File: src/design/bssa_pkg.sv
// ----------------------------------------------------------------------------
// bssa_pkg
// Shared types, widths and codes for the bitmap slab slot allocator.
// ----------------------------------------------------------------------------
package bssa_pkg;

  // Defaults for the top-level parameters.
  localparam int MAX_BLOCKS_DEF   = 16;
  localparam int SLOTS_MAX_DEF    = 64;
  localparam int HEADER_BYTES_DEF = 32;

  // Fixed field widths.
  localparam int CHUNK_W    = 13;
  localparam int SPB_W      = 7;
  localparam int CFG_DATA_W = 13;
  localparam int CFG_IDX_W  = 1;
  localparam int ADDR_W     = 32;
  localparam int NUM_W      = 10;
  localparam int COUNT_W    = 5;
  localparam int STATUS_W   = 2;

  // The slot number packs the slab index above a fixed six-bit slot field.
  localparam int NUM_SHIFT = 6;

  // Register reset values.
  localparam logic [CHUNK_W-1:0] CHUNK_RESET = 13'd16;
  localparam logic [SPB_W-1:0]   SPB_RESET   = 7'd64;

  typedef enum logic {
    CMD_ALLOC = 1'b0,
    CMD_FREE  = 1'b1
  } cmd_t;

  typedef enum logic [STATUS_W-1:0] {
    STATUS_ALLOC     = 2'd0,
    STATUS_EXHAUSTED = 2'd1,
    STATUS_FREED     = 2'd2,
    STATUS_OUTSIDE   = 2'd3
  } status_t;

  typedef enum logic [CFG_IDX_W-1:0] {
    REG_CHUNK_SIZE      = 1'b0,
    REG_SLOTS_PER_BLOCK = 1'b1
  } cfg_reg_t;

  typedef enum logic [3:0] {
    S_IDLE,
    S_ASCAN,
    S_FSCAN,
    S_FDIV,
    S_FRD,
    S_FWR,
    S_MUL,
    S_SUM,
    S_OUT
  } state_t;

endpackage

File: src/design/bssa_req_if.sv
// ----------------------------------------------------------------------------
// bssa_req_if
// Request channel: one word carries a command and an address to free.
// ----------------------------------------------------------------------------
interface bssa_req_if;
  logic                         valid;
  logic                         ready;
  bssa_pkg::cmd_t               cmd;
  logic [bssa_pkg::ADDR_W-1:0]  address;

  modport source (output valid, output cmd, output address, input ready);
  modport sink   (input valid, input cmd, input address, output ready);
endinterface

File: src/design/bssa_rsp_if.sv
// ----------------------------------------------------------------------------
// bssa_rsp_if
// Response channel: one word per request with status, slot and slab count.
// ----------------------------------------------------------------------------
interface bssa_rsp_if;
  logic                          valid;
  logic                          ready;
  bssa_pkg::status_t             status;
  logic [bssa_pkg::ADDR_W-1:0]   slot_address;
  logic [bssa_pkg::NUM_W-1:0]    slot_number;
  logic [bssa_pkg::COUNT_W-1:0]  active_count;

  modport source (output valid, output status, output slot_address,
                  output slot_number, output active_count, input ready);
  modport sink   (input valid, input status, input slot_address,
                  input slot_number, input active_count, output ready);
endinterface

File: src/design/bssa_ram.sv
// ----------------------------------------------------------------------------
// bssa_ram
// Simple dual-port RAM: one write port, one read port with registered data.
// ----------------------------------------------------------------------------
module bssa_ram #(
  parameter int WIDTH = 8,
  parameter int DEPTH = 16
) (
  input  logic                                      clk,
  input  logic                                      we,
  input  logic [((DEPTH > 1) ? $clog2(DEPTH) : 1)-1:0] waddr,
  input  logic [WIDTH-1:0]                          wdata,
  input  logic                                      re,
  input  logic [((DEPTH > 1) ? $clog2(DEPTH) : 1)-1:0] raddr,
  output logic [WIDTH-1:0]                          rdata
);

  logic [WIDTH-1:0] mem [DEPTH];

  // Write and registered read; the read data holds until the next read.
  always_ff @(posedge clk) begin
    if (we) begin
      mem[waddr] <= wdata;
    end
    if (re) begin
      rdata <= mem[raddr];
    end
  end

endmodule

File: src/design/bitmap_slab_slot_allocator.sv
// ----------------------------------------------------------------------------
// bitmap_slab_slot_allocator
// First-fit slot allocator over a pool of slabs, one usage bitmap per slab.
// ----------------------------------------------------------------------------
// The block handles one request at a time; a response waits in an output
// register while the next request is taken. Allocate reads one slab bitmap
// per cycle through the memory read port until it finds a free slot or opens
// a new slab, then writes the bitmap, multiplies and sums the slot address;
// an exhausted pool answers straight after the scan. Free walks slab bases
// one per cycle to find the owning slab, then runs a one-bit-per-cycle divide
// by the chunk size, a read-modify-write of the bitmap and the address
// multiply; an address outside every active slab answers straight after the
// walk. The next request can be taken in the cycle after the response is
// loaded. No clearing pass is needed after reset; per-slab valid bits make
// unwritten bitmaps read as all free.
// Registers: index 0 is the chunk size in bytes, index 1 the slots per slab.
module bitmap_slab_slot_allocator #(
  parameter int MAX_BLOCKS   = bssa_pkg::MAX_BLOCKS_DEF,
  parameter int SLOTS_MAX    = bssa_pkg::SLOTS_MAX_DEF,
  parameter int HEADER_BYTES = bssa_pkg::HEADER_BYTES_DEF
) (
  input  logic                              clk,
  input  logic                              rst,
  input  logic                              cfg_wr_en,
  input  logic [bssa_pkg::CFG_IDX_W-1:0]    cfg_index,
  input  logic [bssa_pkg::CFG_DATA_W-1:0]   cfg_data,
  bssa_req_if.sink                          req,
  bssa_rsp_if.source                        rsp
);

  localparam int ADDR_W    = bssa_pkg::ADDR_W;
  localparam int NUM_W     = bssa_pkg::NUM_W;
  localparam int COUNT_W   = bssa_pkg::COUNT_W;
  localparam int CHUNK_W   = bssa_pkg::CHUNK_W;
  localparam int SPB_W     = bssa_pkg::SPB_W;
  localparam int NUM_SHIFT = bssa_pkg::NUM_SHIFT;
  localparam int IDX_W     = (MAX_BLOCKS > 1) ? $clog2(MAX_BLOCKS) : 1;
  localparam int CNT_W     = $clog2(MAX_BLOCKS + 1);
  localparam int SIDX_W    = (SLOTS_MAX > 1) ? $clog2(SLOTS_MAX) : 1;
  localparam int EFF_W     = $clog2(SLOTS_MAX + 1);
  localparam int STRIDE_W  = $clog2(HEADER_BYTES + ((1 << CHUNK_W) - 1) * SLOTS_MAX + 1);
  localparam int DVS_W     = CHUNK_W + SIDX_W;
  localparam int REM_W     = (STRIDE_W > DVS_W) ? STRIDE_W : DVS_W;
  localparam int DCNT_W    = $clog2(SIDX_W + 1);
  localparam int PB_W      = IDX_W + STRIDE_W;
  localparam int PS_W      = SIDX_W + CHUNK_W;
  localparam int LIM_W     = ADDR_W + 1;

  // Control state.
  bssa_pkg::state_t       state, state_next;
  logic [CHUNK_W-1:0]     chunk_size;
  logic [SPB_W-1:0]       slots_per_block;
  logic [CNT_W-1:0]       active;
  logic [MAX_BLOCKS-1:0]  valid_bits;
  logic                   rd_vld;
  logic                   out_valid;

  // Datapath registers.
  bssa_pkg::cmd_t         cmd_q;
  logic [ADDR_W-1:0]      addr_q;
  logic [CNT_W-1:0]       blk;
  logic [IDX_W-1:0]       chk_blk;
  logic [IDX_W-1:0]       hit_blk;
  logic [SIDX_W-1:0]      hit_slot;
  logic [SLOTS_MAX-1:0]   wr_word;
  logic [ADDR_W-1:0]      base;
  logic [REM_W-1:0]       rem;
  logic [REM_W-1:0]       dvs;
  logic [DCNT_W-1:0]      div_cnt;
  logic [STRIDE_W-1:0]    stride;
  logic [PB_W-1:0]        prod_b;
  logic [PS_W-1:0]        prod_s;
  bssa_pkg::status_t      res_status;
  logic [ADDR_W-1:0]      res_addr;
  logic [NUM_W-1:0]       res_num;
  bssa_pkg::status_t      out_status;
  logic [ADDR_W-1:0]      out_addr;
  logic [NUM_W-1:0]       out_num;
  logic [COUNT_W-1:0]     out_count;

  // Combinational helpers.
  logic [CHUNK_W-1:0]     eff_chunk;
  logic [EFF_W-1:0]       eff_slots;
  logic [SLOTS_MAX-1:0]   slot_mask;
  logic [SLOTS_MAX-1:0]   rd_word;
  logic [SLOTS_MAX-1:0]   free_bits;
  logic [SIDX_W-1:0]      first_free;
  logic                   acc;
  logic                   found;
  logic                   scan_more;
  logic                   can_grow;
  logic                   fs_hit;
  logic [STRIDE_W-1:0]    off;
  logic [REM_W-1:0]       rem_init;
  logic                   div_ge;
  logic                   out_free;

  // Memory port.
  logic                   ram_we;
  logic                   ram_re;
  logic [IDX_W-1:0]       ram_raddr;
  logic [SLOTS_MAX-1:0]   ram_rdata;

  // Effective configuration: zero chunk acts as one, slot count clamped.
  always_comb begin
    eff_chunk = (chunk_size == '0) ? CHUNK_W'(1) : chunk_size;
    if (slots_per_block == '0) begin
      eff_slots = EFF_W'(1);
    end else if (slots_per_block > SPB_W'(SLOTS_MAX)) begin
      eff_slots = EFF_W'(SLOTS_MAX);
    end else begin
      eff_slots = EFF_W'(slots_per_block);
    end
    for (int i = 0; i < SLOTS_MAX; i++) begin
      slot_mask[i] = (i < int'(eff_slots));
    end
  end

  // Bitmap of the slab last read; a slab never written reads as all free.
  always_comb begin
    rd_word   = valid_bits[chk_blk] ? ram_rdata : '0;
    free_bits = ~rd_word & slot_mask;
    first_free = '0;
    for (int i = SLOTS_MAX - 1; i >= 0; i--) begin
      if (free_bits[i]) begin
        first_free = SIDX_W'(i);
      end
    end
  end

  // Decisions shared by the state machine and the datapath.
  always_comb begin
    acc       = req.valid && req.ready;
    found     = rd_vld && (|free_bits);
    scan_more = (blk < active);
    can_grow  = (active < CNT_W'(MAX_BLOCKS));
    fs_hit    = ({1'b0, addr_q} < ({1'b0, base} + LIM_W'(stride)));
    off       = STRIDE_W'(addr_q - base);
    rem_init  = (off > STRIDE_W'(HEADER_BYTES)) ?
                REM_W'(off - STRIDE_W'(HEADER_BYTES)) : '0;
    div_ge    = (rem >= dvs);
    out_free  = !out_valid || rsp.ready;
  end

  // Next state.
  always_comb begin
    state_next = state;
    case (state)
      bssa_pkg::S_IDLE: begin
        if (acc) begin
          state_next = (req.cmd == bssa_pkg::CMD_FREE) ? bssa_pkg::S_FSCAN
                                                       : bssa_pkg::S_ASCAN;
        end
      end
      bssa_pkg::S_ASCAN: begin
        if (found) begin
          state_next = bssa_pkg::S_MUL;
        end else if (!scan_more) begin
          state_next = can_grow ? bssa_pkg::S_MUL : bssa_pkg::S_OUT;
        end
      end
      bssa_pkg::S_FSCAN: begin
        if (!scan_more) begin
          state_next = bssa_pkg::S_OUT;
        end else if (fs_hit) begin
          state_next = bssa_pkg::S_FDIV;
        end
      end
      bssa_pkg::S_FDIV: begin
        if (div_cnt == '0) begin
          state_next = bssa_pkg::S_FRD;
        end
      end
      bssa_pkg::S_FRD: state_next = bssa_pkg::S_FWR;
      bssa_pkg::S_FWR: state_next = bssa_pkg::S_MUL;
      bssa_pkg::S_MUL: state_next = bssa_pkg::S_SUM;
      bssa_pkg::S_SUM: state_next = bssa_pkg::S_OUT;
      bssa_pkg::S_OUT: begin
        if (out_free) begin
          state_next = bssa_pkg::S_IDLE;
        end
      end
      default: state_next = bssa_pkg::S_IDLE;
    endcase
  end

  // Memory control: reads during the allocate scan and before a free, one write
  // per successful allocate or free in the multiply step.
  always_comb begin
    ram_re    = ((state == bssa_pkg::S_ASCAN) && !found && scan_more) ||
                (state == bssa_pkg::S_FRD);
    ram_raddr = (state == bssa_pkg::S_FRD) ? hit_blk : IDX_W'(blk);
    ram_we    = (state == bssa_pkg::S_MUL);
  end

  bssa_ram #(
    .WIDTH (SLOTS_MAX),
    .DEPTH (MAX_BLOCKS)
  ) u_usage_ram (
    .clk   (clk),
    .we    (ram_we),
    .waddr (hit_blk),
    .wdata (wr_word),
    .re    (ram_re),
    .raddr (ram_raddr),
    .rdata (ram_rdata)
  );

  // Control registers, configuration and slab bookkeeping.
  always_ff @(posedge clk) begin
    if (rst) begin
      state           <= bssa_pkg::S_IDLE;
      chunk_size      <= bssa_pkg::CHUNK_RESET;
      slots_per_block <= bssa_pkg::SPB_RESET;
      active          <= CNT_W'(1);
      valid_bits      <= '0;
      rd_vld          <= 1'b0;
      out_valid       <= 1'b0;
    end else begin
      state  <= state_next;
      rd_vld <= ram_re && (state == bssa_pkg::S_ASCAN);
      if (cfg_wr_en) begin
        case (bssa_pkg::cfg_reg_t'(cfg_index))
          bssa_pkg::REG_CHUNK_SIZE:      chunk_size      <= CHUNK_W'(cfg_data);
          bssa_pkg::REG_SLOTS_PER_BLOCK: slots_per_block <= SPB_W'(cfg_data);
          default: ;
        endcase
      end
      // A new slab is opened when every active slab is full and the pool has room.
      if ((state == bssa_pkg::S_ASCAN) && !found && !scan_more && can_grow) begin
        active <= active + CNT_W'(1);
      end
      if (ram_we) begin
        valid_bits[hit_blk] <= 1'b1;
      end
      if ((state == bssa_pkg::S_OUT) && out_free) begin
        out_valid <= 1'b1;
      end else if (rsp.ready) begin
        out_valid <= 1'b0;
      end
    end
  end

  // Slab stride follows the configuration in the next cycle.
  always_ff @(posedge clk) begin
    stride <= STRIDE_W'(HEADER_BYTES) + STRIDE_W'(eff_chunk) * STRIDE_W'(eff_slots);
  end

  // Datapath.
  always_ff @(posedge clk) begin
    case (state)
      bssa_pkg::S_IDLE: begin
        if (acc) begin
          cmd_q  <= req.cmd;
          addr_q <= req.address;
          blk    <= '0;
          base   <= '0;
        end
      end
      bssa_pkg::S_ASCAN: begin
        if (found) begin
          hit_blk  <= chk_blk;
          hit_slot <= first_free;
          wr_word  <= rd_word | (SLOTS_MAX'(1) << first_free);
        end else if (scan_more) begin
          chk_blk <= IDX_W'(blk);
          blk     <= blk + CNT_W'(1);
        end else begin
          // All active slabs full: slot 0 of the next slab, or exhausted.
          hit_blk    <= IDX_W'(active);
          hit_slot   <= '0;
          wr_word    <= SLOTS_MAX'(1);
          res_status <= bssa_pkg::STATUS_EXHAUSTED;
          res_addr   <= '0;
          res_num    <= '0;
        end
      end
      bssa_pkg::S_FSCAN: begin
        if (!scan_more) begin
          res_status <= bssa_pkg::STATUS_OUTSIDE;
          res_addr   <= addr_q;
          res_num    <= '0;
        end else if (fs_hit) begin
          hit_blk  <= IDX_W'(blk);
          hit_slot <= '0;
          rem      <= rem_init;
          dvs      <= REM_W'(eff_chunk) << (SIDX_W - 1);
          div_cnt  <= DCNT_W'(SIDX_W - 1);
        end else begin
          base <= base + ADDR_W'(stride);
          blk  <= blk + CNT_W'(1);
        end
      end
      bssa_pkg::S_FDIV: begin
        // Restoring division, one quotient bit per cycle.
        if (div_ge) begin
          rem <= rem - dvs;
        end
        hit_slot <= SIDX_W'({hit_slot, div_ge});
        dvs      <= dvs >> 1;
        div_cnt  <= div_cnt - DCNT_W'(1);
      end
      bssa_pkg::S_FRD: begin
        chk_blk <= hit_blk;
      end
      bssa_pkg::S_FWR: begin
        wr_word <= rd_word & ~(SLOTS_MAX'(1) << hit_slot);
      end
      bssa_pkg::S_MUL: begin
        prod_b <= PB_W'(hit_blk) * PB_W'(stride);
        prod_s <= PS_W'(hit_slot) * PS_W'(eff_chunk);
      end
      bssa_pkg::S_SUM: begin
        res_status <= (cmd_q == bssa_pkg::CMD_FREE) ? bssa_pkg::STATUS_FREED
                                                    : bssa_pkg::STATUS_ALLOC;
        res_addr   <= ADDR_W'(prod_b) + ADDR_W'(HEADER_BYTES) + ADDR_W'(prod_s);
        res_num    <= NUM_W'({hit_blk, NUM_SHIFT'(hit_slot)});
      end
      bssa_pkg::S_OUT: begin
        if (out_free) begin
          out_status <= res_status;
          out_addr   <= res_addr;
          out_num    <= res_num;
          out_count  <= COUNT_W'(active);
        end
      end
      default: ;
    endcase
  end

  // Ports.
  assign req.ready        = (state == bssa_pkg::S_IDLE);
  assign rsp.valid        = out_valid;
  assign rsp.status       = out_status;
  assign rsp.slot_address = out_addr;
  assign rsp.slot_number  = out_num;
  assign rsp.active_count = out_count;

endmodule

File: src/flat_wrapper.sv
// flat-port wrapper written by rule: the top's interface ports become plain ports
module bitmap_slab_slot_allocator_flat 
#(
  parameter int MAX_BLOCKS   = bssa_pkg::MAX_BLOCKS_DEF,
  parameter int SLOTS_MAX    = bssa_pkg::SLOTS_MAX_DEF,
  parameter int HEADER_BYTES = bssa_pkg::HEADER_BYTES_DEF
)
  (clk, rst, cfg_wr_en, cfg_index, cfg_data, req_valid, req_cmd, req_address, req_ready, rsp_valid, rsp_status, rsp_slot_address, rsp_slot_number, rsp_active_count, rsp_ready);
  bssa_req_if req_i ();
  bssa_rsp_if rsp_i ();
  input  logic clk;
  input  logic rst;
  input  logic cfg_wr_en;
  input  logic [bssa_pkg::CFG_IDX_W-1:0] cfg_index;
  input  logic [bssa_pkg::CFG_DATA_W-1:0] cfg_data;
  input wire logic [$bits(req_i.valid)-1:0] req_valid;
  input wire logic [$bits(req_i.cmd)-1:0] req_cmd;
  input wire logic [$bits(req_i.address)-1:0] req_address;
  output wire logic [$bits(req_i.ready)-1:0] req_ready;
  output wire logic [$bits(rsp_i.valid)-1:0] rsp_valid;
  output wire logic [$bits(rsp_i.status)-1:0] rsp_status;
  output wire logic [$bits(rsp_i.slot_address)-1:0] rsp_slot_address;
  output wire logic [$bits(rsp_i.slot_number)-1:0] rsp_slot_number;
  output wire logic [$bits(rsp_i.active_count)-1:0] rsp_active_count;
  input wire logic [$bits(rsp_i.ready)-1:0] rsp_ready;
  assign req_i.valid = req_valid;
  assign req_i.cmd = req_cmd;
  assign req_i.address = req_address;
  assign req_ready = req_i.ready;
  assign rsp_valid = rsp_i.valid;
  assign rsp_status = rsp_i.status;
  assign rsp_slot_address = rsp_i.slot_address;
  assign rsp_slot_number = rsp_i.slot_number;
  assign rsp_active_count = rsp_i.active_count;
  assign rsp_i.ready = rsp_ready;
  bitmap_slab_slot_allocator #(.MAX_BLOCKS(MAX_BLOCKS), .SLOTS_MAX(SLOTS_MAX), .HEADER_BYTES(HEADER_BYTES)) u_core (.clk(clk), .rst(rst), .cfg_wr_en(cfg_wr_en), .cfg_index(cfg_index), .cfg_data(cfg_data), .req(req_i), .rsp(rsp_i));
endmodule
File: config.mk
export PLATFORM = sky130hd
export DESIGN_NAME = bitmap_slab_slot_allocator_flat
export DESIGN_NICKNAME = d
export VERILOG_FILES = /design/src/design/bssa_pkg.sv /design/src/design/bssa_req_if.sv /design/src/design/bssa_rsp_if.sv /design/src/design/bssa_ram.sv /design/src/design/bitmap_slab_slot_allocator.sv /design/src/flat_wrapper.sv
export SDC_FILE = /design/constraint.sdc
export NUM_CORES = 2
export LEC_CHECK = 0
export BUFFER_PORTS_ARGS = -buffer_cell sky130_fd_sc_hd__buf_2
export CAP_MARGIN = 20
export CORE_UTILIZATION = 50
export CTS_BUF_LIST = sky130_fd_sc_hd__clkbuf_4
export DETAILED_ROUTE_END_ITERATION = 8
export GPL_TIMING_DRIVEN = 0
export PLACE_DENSITY = 0.69
export SLEW_MARGIN = 20
export SYNTH_ARGS = -nofsm -noshare
export SYNTH_HDL_FRONTEND = slang
export SYNTH_SLANG_ARGS = --single-unit
File: constraint.sdc
create_clock -name clk -period 9 [get_ports clk]
set_input_delay 1.8 -clock clk [delete_from_list [all_inputs] [get_ports clk]]
set_output_delay 1.8 -clock clk [all_outputs]
set_load 0.02 [all_outputs]
==> impl_metrics.json <==
{
  "tightest_slew_ps": 1199,
  "pwr-share-comb": 0.394,
  "synthArstFlopShare": 0,
  "hold_start": "u_core.res_addr[22]",
  "cts.sinks": 1477,
  "dieArea_sq_um": 144800,
  "synthFlopType": "edfxtp_1",
  "crit_required_ps": 10190,
  "cts_buffer_depth": 4,
  "crit_slowest_cell": "fa_1",
  "synth-seq-cells": 1477,
  "path_class": "reg -> reg",
  "final-seq-area_sq_um": 43690,
  "grt_pass1_vias": 53446,
  "place.port_buffers": 99,
  "cp.arrival_ps": 8640,
  "totalPowerFinal_mw": 25.28,
  "ir_drop_mv": 0.2197,
  "p_leak_nw": 29.90,
  "multiInputGateArea_sq_um": 26010,
  "cts_setup_buffers": 0,
  "core-area_sq_um": 141900,
  "grt_start_max_net_pins": 52,
  "status": "complete, no violations",
  "synth.area.top_cells": "edfxtp_1 (59%), nand2_1 (7.2%), nand3_1 (4.3%)",
  "io_pins": 103,
  "worstHoldEndpoint": "u_core.rsp.slot_address[22]",
  "root_buffer": "clkbuf_4",
  "fillers": 11796,
  "synth_commonest_cells": "edfxtp_1 (1411), nand2_1 (1373), nand3_1 (617)",
  "yosysMostFrequentCell": "edfxtp_1",
  "synth-edff-count": 1411,
  "syn_area_sq_um": 71650,
  "ctsResizeCount": 0,
  "setup_viol_count_final": 0,
  "crit_buf_inv": 6,
  "start_util": 0.5049,
  "syn_nets": 6698,
  "sequentialPowerShare": 0.385,
  "die_h_um": 380.6,
  "dpl.hpwl_mm": 164.4,
  "htree_levels": 5,
  "whs_path_depth": 0,
  "fin_nets": 7280,
  "antenna_found_initial": 6,
  "fin_crit_ps": 7452,
  "synth_top_area_share": 0.5913,
  "area_delta_synth_final_pct": 12.66,
  "drive_gt1_frac": 0.1218,
  "clkSlewWorstSetupHoldPaths_ps": 70,
  "avgSynthCellArea_sq_um": 11.38,
  "final_max_slew_viol_count": 0,
  "fin_crit_sh": 0.8280,
  "cp_slowest_stage_delay_ps": 580,
  "grt_usage": 0.3018,
  "drt_pre_antenna_iters": 8,
  "routedWlPerCell_um": 24.51,
  "rows": 138,
  "regToRegEndpoint": "u_core.stride[18]",
  "place_inst": 8378,
  "worstSetupStartpointType": "register",
  "powerDensity_nw_per_um2": 313.2,
  "detail-route-antenna-nets": 0,
  "drv_cap": 0,
  "setup-tns-final_ps": 0,
  "r2r_setup_slack_ps": 1550,
  "clkPwrFrac": 0.221,
  "cts_tree": "done",
  "synthCells": 6296,
  "die_w_um": 380.6,
  "gp_congestion": 1.013,
  "fmax_mhz": 134.2,
  "yosysSeqAreaShare": 0.6098,
  "synth.distinct_cells": 83,
  "switching_power_mw": 10.61,
  "hold_path.class": "reg -> reg",
  "crit_family": "adder cells",
  "cts-buffers-inserted": 387,
  "dr_total_vias": 53669,
  "rsz0062_at_grt": "no",
  "rr_worst_depth": 20,
  "drt_iter0_drc": 5602,
  "hold_ws_ps": 363.0,
  "hold_buffers": 0,
  "grt_pass1_wl_mm": 327.0,
  "hold_violations": 0,
  "post-route-util": 0.5688,
  "vias_per_cell": 5.949,
  "crit_fanout": 10,
  "relSlewSlack": 0.1899,
  "yosysWarnings": 0,
  "drcViolationCount": 0,
  "clock_skew_ps": 157.0,
  "crit_path_frequent_cell": "fa_1",
  "wl_mm": 221.1,
  "r2r-start": "u_core.slots_per_block[6]",
  "clk_latency_ps": 1370,
  "crit_chain": "clkbuf_1 -> clkbuf_1 -> buf_1 -> buf_1 -> buf_1 -> nand2_1 -> fa_1 -> inv_1 -> fa_1 -> fa_1 -> fa_1 -> ha_1 -> a21oi_1 -> o21bai_1 -> a211o_1 -> a2111oi_0 -> nor3_1 -> or3_1 -> a21oi_1 -> xnor2_1",
  "stdcell_count": 9021,
  "yosysTopAreaCell": "edfxtp_1",
  "intPower_mw": 14.68,
  "swShare": 0.4196,
  "end_kind": "register",
  "grt.overflow.total": 0
}
## metal layers
| metal | up-vias | GRT usage | share of wire |
|---|---|---|---|
| li1 | 24211 | - | - |
| met1 | 25864 | 0.3664 | 0.37 |
| met2 | 2930 | 0.5054 | 0.48 |
| met3 | 662 | 0.05733 | 0.090 |
| met4 | 2 | 0.1700 | 0.058 |
| met5 | - | 0 | 0.000059 |
## sequential cells by signal, summed over array words and instances (netlist names), 5 cells and up
register	cells
u_core.u_usage_ram.mem	1024
u_core.u_usage_ram.rdata	64
u_core.wr_word	64
u_core.addr_q	32
u_core.base	32
u_core.res_addr	32
u_core.rsp.slot_address	32
u_core.prod_b	23
u_core.prod_s	19
u_core.rem	19
u_core.stride	19
u_core.dvs	18
u_core.valid_bits	16
u_core.chunk_size	13
u_core.res_num	10
u_core.rsp.slot_number	10
u_core.slots_per_block	7
u_core.hit_slot	6
u_core.active	5
u_core.blk	5
u_core.rsp.active_count	5
## cell usage in the layout, fill, tap and decap left out, types with 15 or more instances in the layout
cell type	instances
edfxtp_1	1411
nand2_1	1373
nand3_1	617
clkbuf_4	555
clkbuf_1	314
nor2_1	281
inv_1	218
ha_1	212
a21oi_1	174
o21ai_0	166
fa_1	138
a311oi_1	129
a31oi_1	118
buf_2	111
and3_1	108
and2_1	98
xnor2_1	86
dfxtp_1	66
xor2_1	65
nor3_1	63
clkinv_1	58
nand2b_1	54
nor2b_1	52
buf_4	44
a21o_1	41
o211ai_1	37
nand4_1	31
buf_12	29
o31ai_1	28
o21a_1	27
buf_1	27
or3_1	23
o21bai_1	20
a211oi_1	19
o22ai_1	17
nor4_1	16
nand3b_1	15
or2_2	15
## how the worst max path moves through the flow
stage,startpoint,end,slack (ps),cells after the start
floorplan,u_core.state[1],u_core.u_usage_ram.mem[4][0],1010,5
global placement,u_core.state[1],u_core.u_usage_ram.mem[12][28],-4380,5
detailed placement,u_core.slots_per_block[6],u_core.stride[18],1630,20
CTS,u_core.slots_per_block[6],u_core.stride[18],1630,20
global route,u_core.slots_per_block[6],u_core.stride[18],1150,23
finish,u_core.slots_per_block[6],u_core.stride[18],1550,20
## per-stage QoR
step	worst slack (ps)	instance area (sq um)
CTS	1626	80680
floorplan	1010	71660
finish	1548	80730
global route	1153	80720
detailed placement	1631	76120
global placement	-4383	74520
## worst reg2reg max path, delay by kind of cell, from the launching register on
family,cells,cell delay [ps]
fa+ha+maj,5,2460
buf+inv,6,2230
compound gates,5,1420
simple gates,3,690
flops,1,450
xor+xnor,1,120
## power by group through the flow
stage / registers [mW] / logic [mW] / clock network [mW]
6_report: 9.73 / 9.97 / 5.59
4_1_cts: 9.68 / 9.83 / 5.67
2_1_floorplan: 9.40 / 6.16 / 0
5_1_grt: 9.77 / 10.7 / 6.00
3_3_place_gp: 9.86 / 9.38 / 0
3_5_place_dp: 9.81 / 9.78 / 0
## final cells by class
type | instances | area share
Antenna cell | 10 | 0.0003100
Buffer | 360 | 0.01706
Clock buffer | 555 | 0.05161
Inverter | 220 | 0.01023
Sequential cell | 1477 | 0.5412
Timing Repair Buffer | 193 | 0.02325
Tap cell | 1890 | 0.02929
Multi-Input combinational cell | 4239 | 0.3222
Clock inverter | 77 | 0.004867
## kinds of logic (layout without fill, tap and decap cells)
logic type                 after synthesis  after routing  share of synthesized area
and+or+nand+nor                       2799           2799                     0.1751
DFF                                   1477           1477                     0.6098
AOI/OAI and AO/OA                      924            924                    0.08795
buffers and inverters                  580           1405                    0.03064
adders and majority gates              350            350                    0.07557
xor gates and xnor gates               151            151                    0.01846
muxes                                   15             15                   0.002532
other                                    0             10                          0
Power figures use the tool's default switching activity.
